### config.mk
export PLATFORM = sky130hd
export DESIGN_NAME = serial_command_line_to_gpio_unit
export DESIGN_NICKNAME = d
export VERILOG_FILES = /design/src/rtl/core/scgpio_pkg.sv /design/src/rtl/core/scgpio_ram.sv /design/src/rtl/core/scgpio_dp.sv /design/src/rtl/core/scgpio_ctrl.sv /design/src/rtl/core/serial_command_line_to_gpio_unit.sv
export SDC_FILE = /design/constraint.sdc
export NUM_CORES = 1
export LEC_CHECK = 0
export BUFFER_PORTS_ARGS = -buffer_cell sky130_fd_sc_hd__clkbuf_2
export CAP_MARGIN = 20
export CORE_MARGIN = 5
export CORE_UTILIZATION = 45
export CTS_BUF_LIST = sky130_fd_sc_hd__clkbuf_2
export DETAILED_ROUTE_END_ITERATION = 8
export GPL_ROUTABILITY_DRIVEN = 0
export HOLD_SLACK_MARGIN = 0.1
export PLACE_DENSITY = 0.59
export SYNTH_ARGS = -nofsm -noshare
export SYNTH_HDL_FRONTEND = slang
export SYNTH_SLANG_ARGS = --single-unit
### constraint.sdc
create_clock -name clk -period 3.95 [get_ports clk]
set_input_delay 0.5925 -clock clk [delete_from_list [all_inputs] [get_ports clk]]
set_output_delay 0.5925 -clock clk [all_outputs]
set_load 0.05 [all_outputs]
### src/rtl/core/scgpio_pkg.sv
package scgpio_pkg;

    // default line buffer depth and output count
    localparam int unsigned LINE_DEPTH_DEF = 32;
    localparam int unsigned GPIO_COUNT     = 20;

    // characters of interest
    localparam logic [7:0] CH_CR = 8'h0D;
    localparam logic [7:0] CH_LF = 8'h0A;
    localparam logic [7:0] CH_0  = 8'h30;
    localparam logic [7:0] CH_1  = 8'h31;
    localparam logic [7:0] CH_2  = 8'h32;
    localparam logic [7:0] CH_9  = 8'h39;
    localparam logic [7:0] CH_L  = 8'h4C;
    localparam logic [7:0] CH_H  = 8'h48;

    // response codes
    typedef enum logic [2:0] {
        RESP_NONE = 3'd0,
        RESP_OK   = 3'd1,
        RESP_NG   = 3'd2,
        RESP_OVF  = 3'd3,
        RESP_HELP = 3'd4
    } resp_t;

    // command words, right aligned, first character in the highest used byte
    localparam int unsigned STR_BITS = 88;
    localparam logic [STR_BITS-1:0] STR_CMD     = STR_BITS'("cmd");
    localparam logic [STR_BITS-1:0] STR_HELP    = STR_BITS'("help");
    localparam logic [STR_BITS-1:0] STR_QUERY   = STR_BITS'("?");
    localparam logic [STR_BITS-1:0] STR_RELAYAO = STR_BITS'("relayALLoff");
    localparam logic [STR_BITS-1:0] STR_GPIOALL = STR_BITS'("GPIOALLL");
    localparam logic [STR_BITS-1:0] STR_GPIOALH = STR_BITS'("GPIOALLH");
    localparam logic [STR_BITS-1:0] STR_RELAY   = STR_BITS'("relay");
    localparam logic [STR_BITS-1:0] STR_GPIO    = STR_BITS'("GPIO");

    localparam logic [3:0] LEN_CMD     = 4'd3;
    localparam logic [3:0] LEN_HELP    = 4'd4;
    localparam logic [3:0] LEN_QUERY   = 4'd1;
    localparam logic [3:0] LEN_RELAYAO = 4'd11;
    localparam logic [3:0] LEN_GPIOALL = 4'd8;
    localparam logic [3:0] LEN_RELAY   = 4'd5;
    localparam logic [3:0] LEN_GPIO    = 4'd4;

    // true when character c equals the word's character at position pos
    function automatic logic cmd_char_eq(input logic [7:0] c,
                                         input logic [STR_BITS-1:0] s,
                                         input logic [3:0] slen,
                                         input logic [3:0] pos);
        logic [3:0] idx;
        logic [6:0] bitpos;
        idx    = slen - pos - 4'd1;
        bitpos = {idx, 3'b000};
        if (pos >= slen)
        begin
            return 1'b0;
        end
        return c == s[bitpos +: 8];
    endfunction

    // controller to datapath commands
    typedef struct packed {
        logic  capture;
        logic  cnt_clear;
        logic  cnt_inc;
        logic  buf_write;
        logic  scan_start;
        logic  scan_run;
        logic  exec;
        logic  out_load;
        resp_t resp;
    } dp_cmd_t;

    // datapath to controller status
    typedef struct packed {
        logic line_full;
        logic lead_lf;
        logic is_cr;
        logic scan_done;
    } dp_status_t;

endpackage

### src/rtl/core/scgpio_ram.sv
module scgpio_ram #(
    parameter int unsigned WIDTH = 8,
    parameter int unsigned DEPTH = 32
) (
    input  logic                     clk,
    input  logic                     wr_en,
    input  logic [$clog2(DEPTH)-1:0] wr_addr,
    input  logic [WIDTH-1:0]         wr_data,
    input  logic                     rd_en,
    input  logic [$clog2(DEPTH)-1:0] rd_addr,
    output logic [WIDTH-1:0]         rd_data
);

    logic [WIDTH-1:0] mem [DEPTH];

    // one write port, one registered read port
    always_ff @(posedge clk)
    begin
        if (wr_en)
        begin
            mem[wr_addr] <= wr_data;
        end
        if (rd_en)
        begin
            rd_data <= mem[rd_addr];
        end
    end

endmodule

### src/rtl/core/scgpio_dp.sv
module scgpio_dp
    import scgpio_pkg::*;
#(
    parameter int unsigned LINE_DEPTH = LINE_DEPTH_DEF
) (
    input  logic                  clk,
    input  logic                  rst_n,
    input  dp_cmd_t               cmd,
    output dp_status_t            status,
    input  logic [7:0]            rx_byte,
    output logic [7:0]            echo_byte,
    output logic [2:0]            response,
    output logic [3:0]            relay_address,
    output logic [GPIO_COUNT-1:0] gpio_levels
);

    localparam int unsigned AW = $clog2(LINE_DEPTH);

    // control state
    logic [AW-1:0]         char_count_reg, char_count_next;
    logic [AW-1:0]         rd_ptr_reg, rd_ptr_next;
    logic                  cmp_valid_reg;
    logic [3:0]            mux_reg, mux_next;
    logic [GPIO_COUNT-1:0] gpio_reg, gpio_next;

    // payload state
    logic [AW-1:0]         len_reg;
    logic [AW-1:0]         cmp_pos_reg;
    logic [7:0]            echo_reg;
    resp_t                 resp_reg, exec_resp;
    logic                  m_cmd_reg, m_help_reg, m_query_reg;
    logic                  m_alloff_reg, m_alll_reg, m_allh_reg;
    logic                  p_relay_reg, p_gpio_reg;
    logic [7:0]            d4_reg, d5_reg, d6_reg;
    logic [7:0]            echo_out_reg;
    resp_t                 resp_out_reg;
    logic [3:0]            relay_out_reg;
    logic [GPIO_COUNT-1:0] gpio_out_reg;

    logic                  rd_issue;
    logic [7:0]            rd_data;
    logic [3:0]            pos4;

    // line buffer
    scgpio_ram #(
        .WIDTH (8),
        .DEPTH (LINE_DEPTH)
    ) u_line_buf (
        .clk     (clk),
        .wr_en   (cmd.buf_write),
        .wr_addr (char_count_reg),
        .wr_data (rx_byte),
        .rd_en   (rd_issue),
        .rd_addr (rd_ptr_reg),
        .rd_data (rd_data)
    );

    // status toward the controller
    assign status.line_full = char_count_reg == AW'(LINE_DEPTH - 1);
    assign status.lead_lf   = (char_count_reg == '0) && (rx_byte == CH_LF);
    assign status.is_cr     = rx_byte == CH_CR;
    assign status.scan_done = (rd_ptr_reg == len_reg) && !cmp_valid_reg;

    assign rd_issue = cmd.scan_run && (rd_ptr_reg != len_reg);
    assign pos4     = cmp_pos_reg[3:0];

    // character count
    always_comb
    begin
        char_count_next = char_count_reg;
        if (cmd.cnt_clear)
        begin
            char_count_next = '0;
        end
        else if (cmd.cnt_inc)
        begin
            char_count_next = char_count_reg + AW'(1);
        end
    end

    // scan read pointer
    always_comb
    begin
        rd_ptr_next = rd_ptr_reg;
        if (cmd.scan_start)
        begin
            rd_ptr_next = '0;
        end
        else if (rd_issue)
        begin
            rd_ptr_next = rd_ptr_reg + AW'(1);
        end
    end

    // number decode for relay and gpio lines
    logic       len6, len7;
    logic [3:0] relay_n;
    logic       relay_ok;
    logic [3:0] relay_addr;
    logic [7:0] g_last;
    logic       g_num_ok;
    logic [4:0] g_n;
    logic [4:0] g_idx;
    logic       g_ok;

    function automatic logic is_digit(input logic [7:0] c);
        return (c >= CH_0) && (c <= CH_9);
    endfunction

    always_comb
    begin
        len6 = len_reg == AW'(6);
        len7 = len_reg == AW'(7);

        relay_n  = len6 ? d5_reg[3:0] : 4'd10;
        relay_ok = p_relay_reg &&
                   ((len6 && d5_reg >= CH_1 && d5_reg <= CH_9) ||
                    (len7 && d5_reg == CH_1 && d6_reg == CH_0));
        relay_addr = (relay_n < 4'd7) ? relay_n : relay_n + 4'd1;

        g_last   = len6 ? d5_reg : d6_reg;
        g_num_ok = len6 ? (d4_reg >= CH_1 && d4_reg <= CH_9)
                        : ((d4_reg == CH_1 && is_digit(d5_reg)) ||
                           (d4_reg == CH_2 && d5_reg == CH_0));
        if (len6)
        begin
            g_n = {1'b0, d4_reg[3:0]};
        end
        else if (d4_reg == CH_1)
        begin
            g_n = 5'd10 + {1'b0, d5_reg[3:0]};
        end
        else
        begin
            g_n = 5'd20;
        end
        g_idx = g_n - 5'd1;
        g_ok  = p_gpio_reg && (len6 || len7) && g_num_ok &&
                (g_last == CH_L || g_last == CH_H);
    end

    // command execution at the end of a line
    always_comb
    begin
        mux_next  = mux_reg;
        gpio_next = gpio_reg;
        exec_resp = RESP_NG;
        priority if (m_cmd_reg || m_help_reg || m_query_reg)
        begin
            exec_resp = RESP_HELP;
        end
        else if (m_alloff_reg)
        begin
            mux_next  = 4'd0;
            exec_resp = RESP_OK;
        end
        else if (m_alll_reg)
        begin
            gpio_next = '0;
            exec_resp = RESP_OK;
        end
        else if (m_allh_reg)
        begin
            gpio_next = '1;
            exec_resp = RESP_OK;
        end
        else if (p_relay_reg && (len6 || len7))
        begin
            if (relay_ok)
            begin
                mux_next  = relay_addr;
                exec_resp = RESP_OK;
            end
        end
        else if (g_ok)
        begin
            if (g_last == CH_H)
            begin
                gpio_next = gpio_reg | (GPIO_COUNT'(1) << g_idx);
            end
            else
            begin
                gpio_next = gpio_reg & ~(GPIO_COUNT'(1) << g_idx);
            end
            exec_resp = RESP_OK;
        end
        if (!cmd.exec)
        begin
            mux_next  = mux_reg;
            gpio_next = gpio_reg;
        end
    end

    // control registers
    always_ff @(posedge clk or negedge rst_n)
    begin
        if (!rst_n)
        begin
            char_count_reg <= '0;
            rd_ptr_reg     <= '0;
            cmp_valid_reg  <= 1'b0;
            mux_reg        <= '0;
            gpio_reg       <= '0;
        end
        else
        begin
            char_count_reg <= char_count_next;
            rd_ptr_reg     <= rd_ptr_next;
            cmp_valid_reg  <= rd_issue;
            mux_reg        <= mux_next;
            gpio_reg       <= gpio_next;
        end
    end

    // payload registers: capture, match flags, output stage
    always_ff @(posedge clk)
    begin
        cmp_pos_reg <= rd_ptr_reg;
        if (cmd.capture)
        begin
            echo_reg <= rx_byte;
            resp_reg <= cmd.resp;
        end
        if (cmd.exec)
        begin
            resp_reg <= exec_resp;
        end
        if (cmd.scan_start)
        begin
            len_reg      <= char_count_reg;
            m_cmd_reg    <= char_count_reg == AW'(LEN_CMD);
            m_help_reg   <= char_count_reg == AW'(LEN_HELP);
            m_query_reg  <= char_count_reg == AW'(LEN_QUERY);
            m_alloff_reg <= char_count_reg == AW'(LEN_RELAYAO);
            m_alll_reg   <= char_count_reg == AW'(LEN_GPIOALL);
            m_allh_reg   <= char_count_reg == AW'(LEN_GPIOALL);
            p_relay_reg  <= 1'b1;
            p_gpio_reg   <= 1'b1;
        end
        else if (cmp_valid_reg)
        begin
            m_cmd_reg    <= m_cmd_reg    && cmd_char_eq(rd_data, STR_CMD, LEN_CMD, pos4);
            m_help_reg   <= m_help_reg   && cmd_char_eq(rd_data, STR_HELP, LEN_HELP, pos4);
            m_query_reg  <= m_query_reg  && cmd_char_eq(rd_data, STR_QUERY, LEN_QUERY, pos4);
            m_alloff_reg <= m_alloff_reg &&
                            cmd_char_eq(rd_data, STR_RELAYAO, LEN_RELAYAO, pos4);
            m_alll_reg   <= m_alll_reg   &&
                            cmd_char_eq(rd_data, STR_GPIOALL, LEN_GPIOALL, pos4);
            m_allh_reg   <= m_allh_reg   &&
                            cmd_char_eq(rd_data, STR_GPIOALH, LEN_GPIOALL, pos4);
            p_relay_reg  <= p_relay_reg && ((cmp_pos_reg >= AW'(LEN_RELAY)) ||
                            cmd_char_eq(rd_data, STR_RELAY, LEN_RELAY, pos4));
            p_gpio_reg   <= p_gpio_reg && ((cmp_pos_reg >= AW'(LEN_GPIO)) ||
                            cmd_char_eq(rd_data, STR_GPIO, LEN_GPIO, pos4));
            if (cmp_pos_reg == AW'(4))
            begin
                d4_reg <= rd_data;
            end
            if (cmp_pos_reg == AW'(5))
            begin
                d5_reg <= rd_data;
            end
            if (cmp_pos_reg == AW'(6))
            begin
                d6_reg <= rd_data;
            end
        end
        if (cmd.out_load)
        begin
            echo_out_reg  <= echo_reg;
            resp_out_reg  <= resp_reg;
            relay_out_reg <= mux_reg;
            gpio_out_reg  <= gpio_reg;
        end
    end

    assign echo_byte     = echo_out_reg;
    assign response      = resp_out_reg;
    assign relay_address = relay_out_reg;
    assign gpio_levels   = gpio_out_reg;

endmodule

### src/rtl/core/scgpio_ctrl.sv
module scgpio_ctrl
    import scgpio_pkg::*;
(
    input  logic       clk,
    input  logic       rst_n,
    input  logic       rx_valid,
    output logic       rx_stall,
    output logic       res_valid,
    input  logic       res_stall,
    input  dp_status_t status,
    output dp_cmd_t    cmd
);

    typedef enum logic [3:0] {
        ST_IDLE = 4'b0001,
        ST_SCAN = 4'b0010,
        ST_EXEC = 4'b0100,
        ST_DONE = 4'b1000
    } state_t;

    state_t state_reg, state_next;
    logic   res_valid_reg, res_valid_next;

    assign rx_stall  = state_reg != ST_IDLE;
    assign res_valid = res_valid_reg;

    // next state and datapath commands
    always_comb
    begin
        state_next = state_reg;
        cmd        = '0;
        cmd.resp   = RESP_NONE;
        unique case (state_reg)
            ST_IDLE:
            begin
                if (rx_valid)
                begin
                    cmd.capture = 1'b1;
                    priority if (status.line_full)
                    begin
                        cmd.cnt_clear = 1'b1;
                        cmd.resp      = RESP_OVF;
                        state_next    = ST_DONE;
                    end
                    else if (status.lead_lf)
                    begin
                        state_next = ST_DONE;
                    end
                    else if (status.is_cr)
                    begin
                        cmd.cnt_clear  = 1'b1;
                        cmd.scan_start = 1'b1;
                        state_next     = ST_SCAN;
                    end
                    else
                    begin
                        cmd.buf_write = 1'b1;
                        cmd.cnt_inc   = 1'b1;
                        state_next    = ST_DONE;
                    end
                end
            end
            ST_SCAN:
            begin
                cmd.scan_run = 1'b1;
                if (status.scan_done)
                begin
                    state_next = ST_EXEC;
                end
            end
            ST_EXEC:
            begin
                cmd.exec   = 1'b1;
                state_next = ST_DONE;
            end
            ST_DONE:
            begin
                if (!res_valid_reg || !res_stall)
                begin
                    cmd.out_load = 1'b1;
                    state_next   = ST_IDLE;
                end
            end
            default:
            begin
                state_next = ST_IDLE;
            end
        endcase
    end

    // result valid flag
    always_comb
    begin
        res_valid_next = res_valid_reg;
        if (cmd.out_load)
        begin
            res_valid_next = 1'b1;
        end
        else if (!res_stall)
        begin
            res_valid_next = 1'b0;
        end
    end

    always_ff @(posedge clk or negedge rst_n)
    begin
        if (!rst_n)
        begin
            state_reg     <= ST_IDLE;
            res_valid_reg <= 1'b0;
        end
        else
        begin
            state_reg     <= state_next;
            res_valid_reg <= res_valid_next;
        end
    end

endmodule

### src/rtl/core/serial_command_line_to_gpio_unit.sv
// a byte that does not end a line is captured and its result loaded into the output
// registers from the DONE state; a CR ending a line first walks the line buffer's read port
// one byte per cycle in the SCAN state, then executes in the EXEC state before DONE
// the unit takes no new byte until the result of the last one has been loaded
// reset: asynchronous, active low; clears the line count, relay and GPIO state and result valid
module serial_command_line_to_gpio_unit
    import scgpio_pkg::*;
#(
    parameter int unsigned LINE_DEPTH = LINE_DEPTH_DEF
) (
    input  logic                  clk,
    input  logic                  rst_n,
    input  logic                  rx_valid,
    output logic                  rx_stall,
    input  logic [7:0]            rx_byte,
    output logic                  res_valid,
    input  logic                  res_stall,
    output logic [7:0]            echo_byte,
    output logic [2:0]            response,
    output logic [3:0]            relay_address,
    output logic [GPIO_COUNT-1:0] gpio_levels
);

    dp_cmd_t    cmd;
    dp_status_t status;

    // sequencer
    scgpio_ctrl u_ctrl (
        .clk       (clk),
        .rst_n     (rst_n),
        .rx_valid  (rx_valid),
        .rx_stall  (rx_stall),
        .res_valid (res_valid),
        .res_stall (res_stall),
        .status    (status),
        .cmd       (cmd)
    );

    // line buffer, matcher and output registers
    scgpio_dp #(
        .LINE_DEPTH (LINE_DEPTH)
    ) u_dp (
        .clk           (clk),
        .rst_n         (rst_n),
        .cmd           (cmd),
        .status        (status),
        .rx_byte       (rx_byte),
        .echo_byte     (echo_byte),
        .response      (response),
        .relay_address (relay_address),
        .gpio_levels   (gpio_levels)
    );

    // relay address skips 7 and never exceeds 11
    a_relay_range: assert property (@(posedge clk) disable iff (!rst_n)
        res_valid |-> (relay_address != 4'd7) && (relay_address < 4'd12))
        else $error("relay address out of range");

    // only a CR may carry ok, not recognized or help
    a_resp_on_cr: assert property (@(posedge clk) disable iff (!rst_n)
        res_valid && (response == RESP_OK || response == RESP_NG ||
                      response == RESP_HELP) |-> echo_byte == CH_CR)
        else $error("command response on a byte other than CR");

    // a CR always produces a response
    a_cr_resp: assert property (@(posedge clk) disable iff (!rst_n)
        res_valid && (echo_byte == CH_CR) |-> response != RESP_NONE)
        else $error("CR without response");

    // one byte in flight: stall follows every input transfer
    a_one_item: assert property (@(posedge clk) disable iff (!rst_n)
        rx_valid && !rx_stall |=> rx_stall)
        else $error("second byte taken while one is in flight");

endmodule
==> flow_results.org <==
** Cells and area
- The final layout contains 1237 nets.
- The top cell types in the final layout, fill and taps aside, are 345 x sky130_fd_sc_hd__edfxtp_1, 198 x sky130_fd_sc_hd__clkbuf_2, 90 x sky130_fd_sc_hd__nor2_1.
- Leaving out fill and tap cells, the most frequent cell in the layout is sky130_fd_sc_hd__edfxtp_1.
- Post-layout utilization of the core :: 0.5089
- Compared with the post-synthesis result, the final layout area differs by 11.52%.
- Fraction of final layout cells sized beyond drive strength 1 :: 0.2896
- Largest register FFs :: 256
- Summing all non-filler instances in the final layout gives an area of 19170 µm².

** Detailed routing
- In the routed layout, each cell is associated on average with a via count of 5.684.
- DR pass1 iterations :: 5
- Remaining antenna violation count after routing :: 0
- The routed design has 41150 µm of wire.
- Via count :: 10170
- Met3 wire length :: roughly 2600 µm
- Post-route met1 wirelength :: 17450 µm
- DRT iter0 DRCs :: 846
- WL met2 :: 20350 µm
- Routed signal wires occupy layers up through met4.
- Average routed wire per standard cell :: 23.00 µm
- Remaining routing DRC violations :: 0

** STA
- Derived from the worst setup path, the maximum achievable clock frequency is 326.1 MHz.
- Across the routed clock network, the largest skew measured is 75.32 ps.
- The number of endpoints with negative hold slack in the final report came to 0.
- In this run the tightest slew margin relative to its limit is 0.3369.
- Unrepaired setup endpoints after global routing :: no
- Setup total negative slack on the finished layout was measured at 0 ps.
- The max-slew violation total from the final report came to 0.
- Setup violators final :: 0
- Actual slew at the worst max-slew pin :: 994.6 ps
- After layout, the minimum clock period comes to 3067 ps.
- Dividing the final minimum period by the clock period gives 0.7763.

** Clocking
- CTS placed an instance of sky130_fd_sc_hd__clkbuf_2 at the clock tree root.
- TritonCTS built the clock tree.
- Insertion delay of the later-clocked pin in the worst-skew pair :: 990 ps
- Postcts setup bufs :: 0
- Number of buffers inserted during clock tree synthesis :: 95
- Clock slew at reported path FFs :: ~100 ps
- CTS saw 392 sinks.
- Maximum count of clock buffers along a single path :: 3
- The number of hold buffers added after CTS was 12.
- After clock tree synthesis, the repair step resized 0 gates.
- # H-tree levels :: 3

** Critical path
- CP startpoint kind :: flop
- The critical path in this run is classified as flop to flop.
- STA puts the critical path data arrival time at approximately 3600 ps.
- In this run the register-to-register setup slack is 880 ps.
- At the worst endpoint, the required time is 4520 ps.
- Reg2reg start :: u_dp.char_count_reg[0]
- STA classifies the critical path endpoint as a flop.
- The number of cells on the worst reg-to-reg path is 8.
- The endpoint identified for the worst register-to-register timing path is u_dp.u_line_buf.mem[4][4].
- In this run the worst path has a maximum fanout of 9.

** Power and ir drop
- The design draws 0.009169 W.
- Leakage power of the design :: 6.608 nW
- In this run the power density over the cells is 478.3 nW/µm².
- IR drop worst, VDD :: 0.0002603 V

** Global routing
- Vias in the first global route :: 10430
- Initial antenna violation count :: 2
- GR Util All Layers :: 0.2008
- The first global-routing pass estimated ~64000 µm of wire.
- Entering global routing, the biggest net connects 58 pins.
- Congestion Overflow GR :: 0

** Synth
- The Yosys step of the flow raised 0 warnings.
- After synthesis the cells add up to 17190 µm².
- Synth Register Bits :: 392
- The average instance in the mapped netlist occupies 16.17 µm².
- Syn nets :: 1100
- Commonest register cell after synthesis :: sky130_fd_sc_hd__edfxtp_1
- Instance count of the mapped netlist :: 1063
- The number of different library cells used by synthesis comes to 86.
- Counting flops with an async set or reset pin after synthesis yields a share of 0.1020.
- Post-synth EDFFs :: approximately 350
- Of the synthesized area, sequential elements account for 0.6692.

** Place
- Summing all placed instances gives a cell area of 18160 µm².
- Port buffering added 48 buffers.
- Detailed Place HPWL :: 26900 µm

** Floorplan
- Top Ports :: 49
- The total area inside the core boundary comes to 37670 µm².
- The initialized floorplan defines between 70 and 80 standard-cell rows.
- The die is 205.4 µm wide.
- The die covers 42200 µm².
- Height of the die :: 205.4 µm
- Starting density of the core :: 0.4563

** Status
- Outcome :: finished, final reports clean

** Worst hold path
- The min-delay analysis places its worst path in the category input pin to asynchronous set/reset pin.

** Run
- Across the run, the number of max-cap violations was 0.
through the flow:
step	std cells	setup WS [ps]	hold WS, ps
3_3_place_gp	1599	583.1	404.1
3_5_place_dp	1601	744.3	406.2
6_report	1789	883.5	232.5
2_1_floorplan	1063	698.6	296.9
5_1_grt	1789	602.7	144.6
4_1_cts	1784	838.8	108.2
final cells by class:
cell class	instances	area, µm²
timing repair buffer	99	708.2
multi-input combinational	594	5376
clock inverter	21	108.9
antenna	4	10.01
sequential	392	11510
clock buffer	150	750.7
inverter	18	67.56
fill	3227	18500
tap	511	639.4
synthesized netlist by cell type (5+ instances only):
| cell | number | share of area |
|---|---|---|
| sky130_fd_sc_hd__nor3_1 | 30 | 0.0087 |
| sky130_fd_sc_hd__a21oi_1 | 29 | 0.0084 |
| sky130_fd_sc_hd__clkbuf_1 | 28 | 0.0061 |
| sky130_fd_sc_hd__edfxtp_1 | 345 | 0.60 |
| sky130_fd_sc_hd__a2111oi_1 | 7 | 0.0041 |
| sky130_fd_sc_hd__nand2_1 | 40 | 0.0087 |
| sky130_fd_sc_hd__o31ai_1 | 7 | 0.0031 |
| sky130_fd_sc_hd__dfxtp_1 | 7 | 0.0082 |
| sky130_fd_sc_hd__nand2b_1 | 10 | 0.0036 |
| sky130_fd_sc_hd__nor2b_1 | 6 | 0.0022 |
| sky130_fd_sc_hd__a211oi_1 | 9 | 0.0039 |
| sky130_fd_sc_hd__dfrtp_1 | 39 | 0.057 |
| sky130_fd_sc_hd__nor2_1 | 90 | 0.020 |
| sky130_fd_sc_hd__nor4_1 | 13 | 0.0047 |
| sky130_fd_sc_hd__o21ai_0 | 16 | 0.0047 |
| sky130_fd_sc_hd__a31oi_1 | 9 | 0.0033 |
| sky130_fd_sc_hd__nand4_1 | 17 | 0.0062 |
| sky130_fd_sc_hd__o21bai_1 | 5 | 0.0022 |
| sky130_fd_sc_hd__or3_1 | 6 | 0.0022 |
| sky130_fd_sc_hd__mux2_2 | 11 | 0.0072 |
| sky130_fd_sc_hd__nor4b_1 | 8 | 0.0041 |
| sky130_fd_sc_hd__mux2i_1 | 10 | 0.0058 |
| sky130_fd_sc_hd__buf_1 | 15 | 0.0033 |
| sky130_fd_sc_hd__o2bb2ai_1 | 5 | 0.0025 |
| sky130_fd_sc_hd__nor4bb_1 | 9 | 0.0052 |
| sky130_fd_sc_hd__xor2_1 | 13 | 0.0066 |
| sky130_fd_sc_hd__nand3b_1 | 5 | 0.0022 |
| sky130_fd_sc_hd__nor3b_1 | 5 | 0.0022 |
| sky130_fd_sc_hd__ha_1 | 25 | 0.018 |
| sky130_fd_sc_hd__or2_2 | 7 | 0.0025 |
| sky130_fd_sc_hd__mux4_2 | 80 | 0.10 |
| sky130_fd_sc_hd__nand3_1 | 13 | 0.0038 |
| sky130_fd_sc_hd__and3_1 | 6 | 0.0022 |
| sky130_fd_sc_hd__xnor2_1 | 21 | 0.011 |
| sky130_fd_sc_hd__buf_2 | 13 | 0.0038 |
| sky130_fd_sc_hd__inv_1 | 16 | 0.0035 |
worst max-delay path: stages, from the launching register on:
cell and delay, ps:
sky130_fd_sc_hd__dfrtp_1 460, sky130_fd_sc_hd__inv_1 100, sky130_fd_sc_hd__ha_1 260, sky130_fd_sc_hd__nor4bb_1 140, sky130_fd_sc_hd__a22o_1 220, sky130_fd_sc_hd__a311oi_2 260
sky130_fd_sc_hd__buf_4 200, sky130_fd_sc_hd__nand2_1 340, sky130_fd_sc_hd__nor2_1 690
power by group:
group / internal (W) / switching (W) / total, W / leakage (nW)
clock: 0.00106 / 0.00157 / 0.00263 / 0.681
sequential: 0.00478 / 0.000204 / 0.00498 / 3.69
combinational: 0.000576 / 0.000982 / 0.00156 / 2.24
total: 0.00641 / 0.00276 / 0.00917 / 6.61
how the worst max path moves through the flow:
stage	from	to	slack, ps	cells past startpoint
floorplan	u_ctrl.state_reg[2]	u_dp.echo_byte[0]	700	2
global placement	rx_byte[5]	u_dp.m_help_reg	580	7
detailed placement	rx_byte[0]	u_dp.u_line_buf.mem[24][7]	740	7
CTS	u_dp.char_count_reg[0]	u_dp.u_line_buf.mem[4][6]	840	8
global route	u_dp.d6_reg[5]	u_dp.gpio_reg[3]	600	6
finish	u_dp.char_count_reg[0]	u_dp.u_line_buf.mem[4][4]	880	8
per-layer routing:
| layer | GRT usage | vias to the layer above |
|---|---|---|
| met5 | 0 | - |
| met4 | 0.06364 | 0 |
| met3 | 0.04381 | 59 |
| met2 | 0.3257 | 339 |
| met1 | 0.2735 | 5161 |
| li1 | - | 4610 |
cells by family (layout without fill, tap and decap cells):
logic type / Yosys count / after routing / synth area share
muxes: 101 / 101 / 0.1179
and+or+nand+nor: 287 / 287 / 0.09129
DFF: 392 / 392 / 0.6692
buffers and inverters: 77 / 288 / 0.01864
adders and majority gates: 25 / 25 / 0.01820
xor gates and xnor gates: 34 / 34 / 0.01733
other: 0 / 4 / 0
AOI/OAI and AO/OA: 147 / 147 / 0.06748
No activity file was read; power rests on OpenSTA's default activity.
